File: src/rtl/disc_pkg.sv
// Package for the display idle and sleep controller.
// Field widths, mode, kind and register codes, command bytes and shared types.
// No dependencies.
package disc_pkg;

  localparam int MODE_W   = 2;
  localparam int BTN_W    = 4;
  localparam int IDLE_W   = 32;
  localparam int CMD_W    = 8;
  localparam int KIND_W   = 2;
  localparam int CNT_W    = 16;
  localparam int CFG_IDX_W  = 2;
  localparam int CFG_DATA_W = 32;

  // A new change counts only once more ticks than this have passed since the last accepted change
  localparam logic [CNT_W-1:0] DEBOUNCE_TICKS = CNT_W'(50);

  localparam logic [IDLE_W-1:0] TIMEOUT_RST    = IDLE_W'(30000);
  localparam logic [BTN_W-1:0]  ACT_LOW_RST    = '1;

  // Item modes
  localparam logic [MODE_W-1:0] MODE_TICK  = 2'd0;
  localparam logic [MODE_W-1:0] MODE_WAKE  = 2'd1;
  localparam logic [MODE_W-1:0] MODE_SLEEP = 2'd2;

  // Display kinds
  localparam logic [KIND_W-1:0] KIND_NONE = 2'd0;
  localparam logic [KIND_W-1:0] KIND_OLED = 2'd1;
  localparam logic [KIND_W-1:0] KIND_TFT  = 2'd2;

  // Register indexes
  localparam logic [CFG_IDX_W-1:0] REG_KIND    = 2'd0;
  localparam logic [CFG_IDX_W-1:0] REG_TIMEOUT = 2'd1;
  localparam logic [CFG_IDX_W-1:0] REG_BTN_EN  = 2'd2;
  localparam logic [CFG_IDX_W-1:0] REG_BTN_AL  = 2'd3;

  // Command bytes
  localparam logic [CMD_W-1:0] CMD_OLED_OFF  = 8'hAE;
  localparam logic [CMD_W-1:0] CMD_OLED_ON   = 8'hAF;
  localparam logic [CMD_W-1:0] CMD_TFT_SLPIN = 8'h10;
  localparam logic [CMD_W-1:0] CMD_TFT_SLPOUT = 8'h11;

  typedef struct packed {
    logic             valid;
    logic [CMD_W-1:0] code;
  } cmd_t;

  // Control from the top level to the debounce bank
  typedef struct packed {
    logic             tick;
    logic             poll;
    logic [BTN_W-1:0] enable;
    logic [BTN_W-1:0] active_low;
    logic [BTN_W-1:0] levels;
  } deb_ctl_t;

  // Command for a kind; wake selects the on code
  function automatic cmd_t cmd_for(input logic [KIND_W-1:0] kind, input logic wake);
    cmd_t c;
    c = '0;
    unique case (kind)
      KIND_OLED: begin
        c.valid = 1'b1;
        c.code  = wake ? CMD_OLED_ON : CMD_OLED_OFF;
      end
      KIND_TFT: begin
        c.valid = 1'b1;
        c.code  = wake ? CMD_TFT_SLPOUT : CMD_TFT_SLPIN;
      end
      default: c = '0;
    endcase
    return c;
  endfunction

endpackage

File: src/rtl/disc_ifs.sv
// Channel interfaces of the display idle and sleep controller.
// Depends on disc_pkg for field widths.
interface disc_in_if;
  logic                         valid;
  logic                         ready;
  logic [disc_pkg::MODE_W-1:0]  mode;
  logic [disc_pkg::BTN_W-1:0]   button_levels;
  modport source (output valid, mode, button_levels, input ready);
  modport sink   (input valid, mode, button_levels, output ready);
endinterface

interface disc_out_if;
  logic                         valid;
  logic                         ready;
  logic                         asleep;
  logic [disc_pkg::IDLE_W-1:0]  idle_ms;
  logic                         cmd_valid;
  logic [disc_pkg::CMD_W-1:0]   cmd_byte;
  logic                         slept_event;
  logic                         woke_event;
  modport source (output valid, asleep, idle_ms, cmd_valid, cmd_byte, slept_event,
                  woke_event, input ready);
  modport sink   (input valid, asleep, idle_ms, cmd_valid, cmd_byte, slept_event,
                  woke_event, output ready);
endinterface

interface disc_cfg_if;
  logic                            valid;
  logic                            ready;
  logic [disc_pkg::CFG_IDX_W-1:0]  index;
  logic [disc_pkg::CFG_DATA_W-1:0] data;
  modport source (output valid, index, data, input ready);
  modport sink   (input valid, index, data, output ready);
endinterface

File: src/rtl/disc_debounce.sv
// Debounce bank: accepted level and saturating change counter per button.
// Depends on disc_pkg.
module disc_debounce #(
  parameter int BUTTONS = 4
) (
  input  logic               clk,
  input  logic               rst_n,
  input  disc_pkg::deb_ctl_t ctl,
  output logic               pressed
);

  logic [BUTTONS-1:0] press_vec;

  genvar i;
  generate
    for (i = 0; i < BUTTONS; i++) begin : g_btn
      logic                          acc_r;
      logic [disc_pkg::CNT_W-1:0]    cnt_r;
      logic [disc_pkg::CNT_W-1:0]    cnt_inc;
      logic                          en;
      logic                          lvl;
      logic                          al;
      logic                          take;

      if (i < disc_pkg::BTN_W) begin : g_pin
        assign en  = ctl.enable[i];
        assign lvl = ctl.levels[i];
        assign al  = ctl.active_low[i];
      end else begin : g_nopin
        // no field bit: reads as disabled
        assign en  = 1'b0;
        assign lvl = 1'b1;
        assign al  = 1'b0;
      end

      assign cnt_inc = (cnt_r == '1) ? cnt_r : cnt_r + 1'b1;
      assign take    = ctl.poll && en && (lvl != acc_r) &&
                       (cnt_inc > disc_pkg::DEBOUNCE_TICKS);
      assign press_vec[i] = take && (al ? !lvl : lvl);

      always_ff @(posedge clk) begin
        if (!rst_n) begin
          acc_r <= 1'b1;
          cnt_r <= '0;
        end else if (ctl.tick) begin
          cnt_r <= take ? '0 : cnt_inc;
          if (take) begin
            acc_r <= lvl;
          end
        end
      end
    end
  endgenerate

  assign pressed = |press_vec;

endmodule

File: src/rtl/display_idle_sleep_controller.sv
// Display idle and sleep controller, top level.
// Depends on disc_pkg, disc_ifs (channel interfaces) and disc_debounce.
//
// Takes one transaction per clock while not stalled: a millisecond tick carrying
// the raw wake button levels, an activity/wake request or a sleep request. Each
// input transaction yields exactly one result transaction in the next cycle
// from the output register; a new input is taken whenever that register is
// empty or being drained in the same cycle, so throughput is one item per cycle
// with the output ready held high. All state (sleep flag, saturating idle count,
// per-button accepted level and change counter) is updated at the accepting
// edge by one short pass of logic, whose longest path is the 32-bit idle
// increment and compare against the timeout. Configuration writes are always
// accepted and must only be made while the block is idle.
module display_idle_sleep_controller #(
  parameter int BUTTONS = 4
) (
  input  logic              clk,
  input  logic              rst_n,
  disc_in_if.sink           in_ch,
  disc_out_if.source        out_ch,
  disc_cfg_if.sink          cfg_ch
);

  // Configuration registers
  logic [disc_pkg::KIND_W-1:0] kind_r;
  logic [disc_pkg::IDLE_W-1:0] timeout_r;
  logic [disc_pkg::BTN_W-1:0]  btn_en_r;
  logic [disc_pkg::BTN_W-1:0]  btn_al_r;

  // Controller state
  logic                        sleeping_r, sleeping_nxt;
  logic [disc_pkg::IDLE_W-1:0] idle_r, idle_nxt;
  logic [disc_pkg::IDLE_W-1:0] idle_tick;

  // Output register
  logic                        out_valid_r;
  logic                        cmd_valid_r;
  logic [disc_pkg::CMD_W-1:0]  cmd_byte_r;
  logic                        slept_r, woke_r;

  logic               in_fire;
  logic               pressed;
  logic               wake_req, sleep_req;
  logic               slept_nxt, woke_nxt;
  disc_pkg::cmd_t     cmd_nxt;
  disc_pkg::deb_ctl_t deb_ctl;

  assign cfg_ch.ready = 1'b1;
  // single output stage: accept when empty or draining
  assign in_ch.ready  = !out_valid_r || out_ch.ready;
  assign in_fire      = in_ch.valid && in_ch.ready;

  // Configuration writes
  always_ff @(posedge clk) begin
    if (!rst_n) begin
      kind_r    <= disc_pkg::KIND_NONE;
      timeout_r <= disc_pkg::TIMEOUT_RST;
      btn_en_r  <= '0;
      btn_al_r  <= disc_pkg::ACT_LOW_RST;
    end else if (cfg_ch.valid) begin
      unique case (cfg_ch.index)
        disc_pkg::REG_KIND:    kind_r    <= cfg_ch.data[disc_pkg::KIND_W-1:0];
        disc_pkg::REG_TIMEOUT: timeout_r <= cfg_ch.data[disc_pkg::IDLE_W-1:0];
        disc_pkg::REG_BTN_EN:  btn_en_r  <= cfg_ch.data[disc_pkg::BTN_W-1:0];
        disc_pkg::REG_BTN_AL:  btn_al_r  <= cfg_ch.data[disc_pkg::BTN_W-1:0];
        default: ;
      endcase
    end
  end

  // Button debounce; polled only on ticks with a display kind set
  assign deb_ctl.tick       = in_fire && (in_ch.mode == disc_pkg::MODE_TICK);
  assign deb_ctl.poll       = (kind_r != disc_pkg::KIND_NONE);
  assign deb_ctl.enable     = btn_en_r;
  assign deb_ctl.active_low = btn_al_r;
  assign deb_ctl.levels     = in_ch.button_levels;

  disc_debounce #(
    .BUTTONS (BUTTONS)
  ) u_deb (
    .clk     (clk),
    .rst_n   (rst_n),
    .ctl     (deb_ctl),
    .pressed (pressed)
  );

  assign idle_tick = (idle_r == '1) ? idle_r : idle_r + 1'b1;

  always_comb begin
    idle_nxt     = idle_r;
    wake_req     = 1'b0;
    sleep_req    = 1'b0;
    case (in_ch.mode)
      disc_pkg::MODE_TICK: begin
        // a press clears the count, so it can never also trip the timeout
        idle_nxt  = pressed ? '0 : idle_tick;
        wake_req  = pressed;
        sleep_req = (kind_r != disc_pkg::KIND_NONE) && !pressed &&
                    (timeout_r != '0) && (idle_tick > timeout_r);
      end
      disc_pkg::MODE_WAKE: begin
        idle_nxt = '0;
        wake_req = 1'b1;
      end
      disc_pkg::MODE_SLEEP: begin
        sleep_req = 1'b1;
      end
      default: ;
    endcase

    sleeping_nxt = sleeping_r;
    slept_nxt    = 1'b0;
    woke_nxt     = 1'b0;
    cmd_nxt      = '0;
    if (wake_req && sleeping_r) begin
      sleeping_nxt = 1'b0;
      woke_nxt     = 1'b1;
      cmd_nxt      = disc_pkg::cmd_for(kind_r, 1'b1);
    end else if (sleep_req && !sleeping_r) begin
      sleeping_nxt = 1'b1;
      slept_nxt    = 1'b1;
      cmd_nxt      = disc_pkg::cmd_for(kind_r, 1'b0);
    end
  end

  // State and control
  always_ff @(posedge clk) begin
    if (!rst_n) begin
      sleeping_r  <= 1'b0;
      idle_r      <= '0;
      out_valid_r <= 1'b0;
    end else begin
      if (in_fire) begin
        sleeping_r  <= sleeping_nxt;
        idle_r      <= idle_nxt;
        out_valid_r <= 1'b1;
      end else if (out_ch.ready) begin
        out_valid_r <= 1'b0;
      end
    end
  end

  // Result payload
  always_ff @(posedge clk) begin
    if (in_fire) begin
      cmd_valid_r <= cmd_nxt.valid;
      cmd_byte_r  <= cmd_nxt.code;
      slept_r     <= slept_nxt;
      woke_r      <= woke_nxt;
    end
  end

  // asleep and idle_ms come straight from state: it only moves on acceptance
  assign out_ch.valid       = out_valid_r;
  assign out_ch.asleep      = sleeping_r;
  assign out_ch.idle_ms     = idle_r;
  assign out_ch.cmd_valid   = cmd_valid_r;
  assign out_ch.cmd_byte    = cmd_byte_r;
  assign out_ch.slept_event = slept_r;
  assign out_ch.woke_event  = woke_r;

endmodule

File: src/flat_wrapper.sv
// flat-port wrapper written by rule: the top's interface ports become plain ports
module display_idle_sleep_controller_flat 
#(
  parameter int BUTTONS = 4
)
  (clk, rst_n, in_ch_valid, in_ch_mode, in_ch_button_levels, in_ch_ready, out_ch_valid, out_ch_asleep, out_ch_idle_ms, out_ch_cmd_valid, out_ch_cmd_byte, out_ch_slept_event, out_ch_woke_event, out_ch_ready, cfg_ch_valid, cfg_ch_index, cfg_ch_data, cfg_ch_ready);
  disc_in_if in_ch_i ();
  disc_out_if out_ch_i ();
  disc_cfg_if cfg_ch_i ();
  input  logic clk;
  input  logic rst_n;
  input wire logic [$bits(in_ch_i.valid)-1:0] in_ch_valid;
  input wire logic [$bits(in_ch_i.mode)-1:0] in_ch_mode;
  input wire logic [$bits(in_ch_i.button_levels)-1:0] in_ch_button_levels;
  output wire logic [$bits(in_ch_i.ready)-1:0] in_ch_ready;
  output wire logic [$bits(out_ch_i.valid)-1:0] out_ch_valid;
  output wire logic [$bits(out_ch_i.asleep)-1:0] out_ch_asleep;
  output wire logic [$bits(out_ch_i.idle_ms)-1:0] out_ch_idle_ms;
  output wire logic [$bits(out_ch_i.cmd_valid)-1:0] out_ch_cmd_valid;
  output wire logic [$bits(out_ch_i.cmd_byte)-1:0] out_ch_cmd_byte;
  output wire logic [$bits(out_ch_i.slept_event)-1:0] out_ch_slept_event;
  output wire logic [$bits(out_ch_i.woke_event)-1:0] out_ch_woke_event;
  input wire logic [$bits(out_ch_i.ready)-1:0] out_ch_ready;
  input wire logic [$bits(cfg_ch_i.valid)-1:0] cfg_ch_valid;
  input wire logic [$bits(cfg_ch_i.index)-1:0] cfg_ch_index;
  input wire logic [$bits(cfg_ch_i.data)-1:0] cfg_ch_data;
  output wire logic [$bits(cfg_ch_i.ready)-1:0] cfg_ch_ready;
  assign in_ch_i.valid = in_ch_valid;
  assign in_ch_i.mode = in_ch_mode;
  assign in_ch_i.button_levels = in_ch_button_levels;
  assign in_ch_ready = in_ch_i.ready;
  assign out_ch_valid = out_ch_i.valid;
  assign out_ch_asleep = out_ch_i.asleep;
  assign out_ch_idle_ms = out_ch_i.idle_ms;
  assign out_ch_cmd_valid = out_ch_i.cmd_valid;
  assign out_ch_cmd_byte = out_ch_i.cmd_byte;
  assign out_ch_slept_event = out_ch_i.slept_event;
  assign out_ch_woke_event = out_ch_i.woke_event;
  assign out_ch_i.ready = out_ch_ready;
  assign cfg_ch_i.valid = cfg_ch_valid;
  assign cfg_ch_i.index = cfg_ch_index;
  assign cfg_ch_i.data = cfg_ch_data;
  assign cfg_ch_ready = cfg_ch_i.ready;
  display_idle_sleep_controller #(.BUTTONS(BUTTONS)) u_core (.clk(clk), .rst_n(rst_n), .in_ch(in_ch_i), .out_ch(out_ch_i), .cfg_ch(cfg_ch_i));
endmodule
File: config.mk
export PLATFORM = sky130hd
export DESIGN_NAME = display_idle_sleep_controller_flat
export DESIGN_NICKNAME = d
export VERILOG_FILES = /design/src/rtl/disc_pkg.sv /design/src/rtl/disc_ifs.sv /design/src/rtl/disc_debounce.sv /design/src/rtl/display_idle_sleep_controller.sv /design/src/flat_wrapper.sv
export SDC_FILE = /design/constraint.sdc
export NUM_CORES = 1
export LEC_CHECK = 0
export ABC_AREA = 1
export BUFFER_PORTS_ARGS = -buffer_cell sky130_fd_sc_hd__buf_2
export CAP_MARGIN = 20
export CORE_MARGIN = 2
export CORE_UTILIZATION = 50
export CTS_CLUSTER_SIZE = 14
export DETAILED_ROUTE_END_ITERATION = 10
export HOLD_SLACK_MARGIN = 0.06
export PLACE_DENSITY_LB_ADDON = 0.12
export REMOVE_ABC_BUFFERS = 1
export SETUP_SLACK_MARGIN = 0.05
export SLEW_MARGIN = 20
export SYNTH_ARGS = -nofsm -noshare
export SYNTH_HDL_FRONTEND = slang
export SYNTH_SLANG_ARGS = --single-unit
File: constraint.sdc
create_clock -name clk -period 4 [get_ports clk]
set_input_delay 0 -clock clk [delete_from_list [all_inputs] [get_ports clk]]
set_output_delay 0 -clock clk [all_outputs]
set_load 0.05 [all_outputs]
* Yosys cells after proc, flatten, opt, wreduce, memory -nomap -nowiden
Cells that the tools add are included.
** Storage, ports and cells
- Input bits :: 45
- Output and inout port bits :: 47
- Logic and storage cells :: 121
- Register bits after elaboration :: 155
** Operators by class
- Reductions and logical operators :: 49
- Add/sub/neg operators :: 5
- Multiplexer cells :: 27
- Magnitude comparators :: 5
- Equal/unequal tests :: 16
** Operators with widths (number)
- two-way mux 16 bit :: 8
- adder 16 x 1 -> 16 bit (second input constant) :: 4
- equality test 16 bit (second input constant) :: 4
- > comparator 16 x 6 -> 1 bit (second input constant) :: 4
- two-way mux 32 bit :: 2
- case mux 32 bit (2 select lines) :: 1
- case mux 9 bit (2 select lines) :: 2
- adder 32 x 1 -> 32 bit (second input constant) :: 1
- equality test 32 bit (second input constant) :: 1
- > comparator 32 bit :: 1
- nonzero test 32 bit :: 1
- logical AND 1 bit :: 23
- AND reduction 2 bit :: 10
- two-way mux 9 bit :: 2
- two-way mux 1 bit :: 10
- equality test 2 bit (second input constant) :: 4
- nonzero test 2 bit :: 4
- logical NOT 1 bit :: 7
- equality test 2 x 1 -> 1 bit (second input constant) :: 3
- logical NOT 2 bit :: 2
- inequality test 1 bit :: 4
- case mux 1 bit (2 select lines) :: 2
- OR reduction 4 bit :: 1
- logical OR 1 bit :: 1

* Longest topological paths before layout
- Depth after elaboration :: 14
- Gate-level depth with buffers :: 22
- Depth with buffers taken out :: 22

* Cells and area by module
From an unflattened synthesis, not the netlist that was laid out.
** Second synthesis, totals
- Cells, all modules :: 1597
- Area total of the unflattened synthesis :: 10329.9 um2
** Modules (own cells, without submodules)
- disc_debounce :: times used 1, cells an instance 906, seq. area each 1361.3 um2, area each 5212.5 um2
- display_idle_sleep_controller :: times used 1, cells an instance 691, seq. area each 1701.6 um2, area each 5117.4 um2

* Least setup slack after synthesis
OpenSTA, ideal clock, no wires.
- Kind :: register to register
- From :: register u_core.idle_r (netlist bit u_core.out_ch.idle_ms[0])
- To :: register u_core.cmd_valid_r (netlist: u_core.out_ch.cmd_valid), data pin
- Buffers on the path :: 0
- Clock period less this slack :: 3.549 ns
- Library setup time :: 0.259 ns
- Data arrival time :: 3.290 ns
- Required time :: 3.741 ns
- Path slack :: 0.451 ns
- Cell stages (with the launch flop) :: 19
- Cell sequence :: dfxtp_1 nand3_1 nor3_2 nand2_1 nor2_2 nand4_1 nor4_1 nand2_1 xnor2_1 ha_1 nand4_1 nor4_1 nand3b_1 nand2_1 a21oi_1 nand2_1 nand2_1 nand2_1 a21oi_1
** RTL lines
- start, declared :: RTL line display_idle_sleep_controller.sv:32 : logic [disc_pkg::IDLE_W-1:0] idle_r, idle_nxt;
- start signal, assigned :: RTL line display_idle_sleep_controller.sv:135 : idle_r <= idle_nxt;
- end signal, assigned :: RTL line display_idle_sleep_controller.sv:146 : cmd_valid_r <= cmd_nxt.valid;
- end, declared :: RTL line display_idle_sleep_controller.sv:37 : logic cmd_valid_r;

==> results.sh <==
export IMPL_outcome="complete, no violations"
export IMPL_crit_fanout=5
export IMPL_cts_sinks=150
export IMPL_worst_slew_pin_slew_ns=1.018
export IMPL_io_buffers=89
export IMPL_dpl_worst_slack_ns=0.2128
export IMPL_worstPathCellList="nand3_1 -> nor2_2 -> inv_1 -> nor3_2 -> nand4_1 -> nor2_4 -> inv_2 -> nand2_1 -> nor2_1 -> xor2_1 -> ha_1 -> nand2_1 -> nor2_1 -> nand4_1 -> a31oi_1 -> o21ai_0 -> a21oi_1 -> nand2_1 -> nand2_1 -> nand2_1 -> a21oi_1"
export IMPL_yosys_register_bits=150
export IMPL_synthTopCellsByArea="dfxtp_1 (30%), nand2_1 (16%), a21oi_1 (8.1%), nand3_1 (6.4%), ha_1 (5.3%)"
export IMPL_core_area_mm2=0.01864
export IMPL_p_comb_share_pct=8.0
export IMPL_p_switching_w=0.0008338
export IMPL_synthCells=1449
export IMPL_cts_buffer_depth=2
export IMPL_clk_latency_ns=0.43
export IMPL_dp_hpwl_um=18370
export IMPL_synth_edf_count=6
export IMPL_ys_warn_count=0
export IMPL_fin_util_pct=61.09
export IMPL_hold_ws_ns=0.07494
export IMPL_fin_ws_ns=0.3805
export IMPL_area_growth_pct=20.11
export IMPL_slew_viol_final=0
export IMPL_cellPowerDensity_mw_per_mm2=318.5
export IMPL_worstPathRequired_ns=4.28
export IMPL_cts_buffers=17
export IMPL_die_area_mm2=0.02008
export IMPL_yosysTopAreaCell="dfxtp_1"
export IMPL_first_pass_iters=5
export IMPL_setup_worst_path_start_class="register"
export IMPL_start_util_pct=50.87
export IMPL_grt_pass1_vias=8964
export IMPL_timing_fmax_mhz=276.3
export IMPL_vias=9659
export IMPL_fin_skew_ns=0.01035
export IMPL_swShare_pct=22.99
export IMPL_peakVddDrop_mv=0.2989
export IMPL_cts_max_level=4
export IMPL_path_common_cell="nand2_1"
export IMPL_cpMaxStageDelayCell="dfxtp_1"
export IMPL_p_leak_nw=4.661
export IMPL_place_congestion=0.9231
export IMPL_pin_count=92
export IMPL_synth_ff_type="dfxtp_1"
export IMPL_path_clk_slew_ns=0.06
export IMPL_drtAntennaViolNets=0
export IMPL_post_synth_num_cell_types=42
export IMPL_drt_initial_drc_count=564
export IMPL_fillerInstances=1765
export IMPL_root_buffer="clkbuf_16"
export IMPL_period_minus_slack_ns=3.619
export IMPL_die_y_um=141.7
export IMPL_grt_max_degree=48
export IMPL_drive_gt1_share_pct=12.55
export IMPL_multi_input_area_mm2=0.005672
export IMPL_seq_area_mm2=0.003063
export IMPL_setup_violations_final=0
export IMPL_max_stage_delay_ns=0.39
export IMPL_hold_viol=0
export IMPL_rows=50
export IMPL_holdCritPathClass="input pin to register"
export IMPL_synth_area_mm2=0.009483
export IMPL_maxSlewHeadroom_pct=31.78
export IMPL_final_nets=1667
export IMPL_syn_avg_cell_area_um2=6.544
export IMPL_drv_cap=0
export IMPL_crit_type="register to register"
export IMPL_avgViaCountPerCell=5.284
export IMPL_grtUsageTotal_pct=25.81
export IMPL_fin_setup_tns_ns=0
export IMPL_arrival_ns=3.90
export IMPL_seqPwrFrac_pct=42.8
export IMPL_die_w_um=141.7
export IMPL_n_antenna_cell=0
export IMPL_grt_overflow_total=0
export IMPL_cp_end_kind="register"
export IMPL_synth_top_area_share_pct=30.40
export IMPL_ys_seq_area_share_pct=32.30
export IMPL_cts_tree="yes"
export IMPL_p_int_w=0.002794
export IMPL_rsz0062_at_grt="false"
export IMPL_period_share_pct=90.49
export IMPL_wirelength_um=25540
export IMPL_drt_wirelength_per_cell_um=13.97
export IMPL_p_clk_share_pct=49.2
export IMPL_drc=0
export IMPL_antenna_found_initial=0
export IMPL_async_reset_ff_share_pct=0
export IMPL_grt_pass1_wl_um=42610
[cell families after synthesis]
logic type,synth area share [%]
and+or+nand+nor,36.32
AOI/OAI and AO/OA,13.23
muxes,0.1056
DFF,32.30
buffers and inverters,8.431
adders and majority gates,5.278
other,0.07920
xor gates and xnor gates,4.249
[cells in the final DEF, fill, tap and decap left out, drive strengths merged, types with 5 or more instances in the layout]
cell,synthesis,layout
clkbuf,35,23
bufinv,0,5
nand3,125,125
nand2,411,411
edfxtp,6,6
dfxtp,144,144
nor4,17,17
xor2,26,26
xnor2,20,20
or2,9,9
nor3,19,19
nand4,42,42
inv,140,141
o211ai,9,9
nor2,152,152
ha,40,40
buf,18,106
o21ai,54,54
a21oi,158,158
dlygate4sd3,0,61
[repair_timing]
| action | 4_1_cts | 5_1_grt |
|---|---|---|
| buffers inserted | 0 | 4 |
| setup endpoints to repair | 0 | 5 |
| hold endpoints to repair | 57 | 0 |
| hold buffers | 61 | 0 |
| resized for setup | 0 | 8 |
[per-layer routing]
layer	global-route usage, %	vias to the layer above	share of wire (%)
met2	43.48	201	47
li1	-	5043	-
met4	7.421	0	1.8
met1	33.58	4384	47
met3	5.265	31	4.6
met5	0	-	0
[power by group through the flow]
stage | logic [W] | registers (W) | clock network (W)
after global placement | 0.000243 | 0.00159 | 0
after detailed placement | 0.000246 | 0.00159 | 0
after floorplan | 0.000128 | 0.00161 | 0
after CTS | 0.000288 | 0.00155 | 0.00181
after global routing | 0.000321 | 0.00156 | 0.00187
final | 0.000289 | 0.00155 | 0.00178
[worst max-delay path: cells and delay by family (launching register included)]
kind	cells	cell delay [ns]
AO/OA/AOI/OAI	4	0.68
XOR/XNOR	1	0.17
adder cells (fa/ha/maj)	1	0.29
buffers and inverters	2	0.15
flip-flops	1	0.39
AND/OR/NAND/NOR	13	1.77
[sequential cells by signal, summed over array words and instances, names as in the netlist]
name / count
u_core.u_deb.g_btn.cnt_r: 64
u_core.out_ch.woke_event: 1
u_core.out_ch.slept_event: 1
u_core.out_ch.asleep: 1
u_core.timeout_r: 32
u_core.kind_r: 2
u_core.out_ch.cmd_byte: 3
u_core.btn_al_r: 4
u_core.u_deb.g_btn.acc_r: 4
u_core.out_ch.valid: 1
u_core.out_ch.cmd_valid: 1
u_core.out_ch.idle_ms: 32
u_core.btn_en_r: 4
[cells in the mapped netlist, types with 15 or more instances]
library cell	count
a21oi_1	154
clkbuf_1	35
dfxtp_1	144
ha_1	40
inv_1	132
nand2_1	399
nand3_1	121
nand4_1	42
nor2_1	132
nor2_2	15
nor3_1	17
nor4_1	17
o21ai_0	54
xnor2_1	20
xor2_1	26
[per-stage QoR]
step | instances | area [µm²] | total power, W
after floorplan | 1396 | 9213 | 0.001735
final | 1828 | 11390 | 0.003627
after CTS | 1824 | 11310 | 0.003649
after detailed placement | 1732 | 10050 | 0.001832
after global placement | 1732 | 10050 | 0.001829
after global routing | 1828 | 11390 | 0.003746
[area by class of cell]
class                   instances  area share [%]
well taps                     234           2.571
flip-flops and latches        150           26.89
inverters                     141           4.647
repair buffers                167           10.39
clock inverters                 8           1.505
clock buffers                  23           4.196
multi-input cells            1105           49.80
[path summary, 6_finish.rpt]
path	cells past startpoint	slack (ns)	startpoint	end
setup / recovery	21	0.38	u_core.out_ch.idle_ms[8]$_SDFFE_PN0P_	u_core.out_ch.cmd_valid$_DFFE_PP_
hold / removal	5	0.07	cfg_ch_valid	u_core.kind_r[1]$_SDFFE_PN0P_
setup reg to reg	21	0.38	u_core.out_ch.idle_ms[8]$_SDFFE_PN0P_	u_core.out_ch.cmd_valid$_DFFE_PP_
hold reg to reg	2	0.48	u_core.btn_al_r[2]$_SDFFE_PN1P_	u_core.btn_al_r[2]$_SDFFE_PN1P_
(Power assumes the default switching activity.)
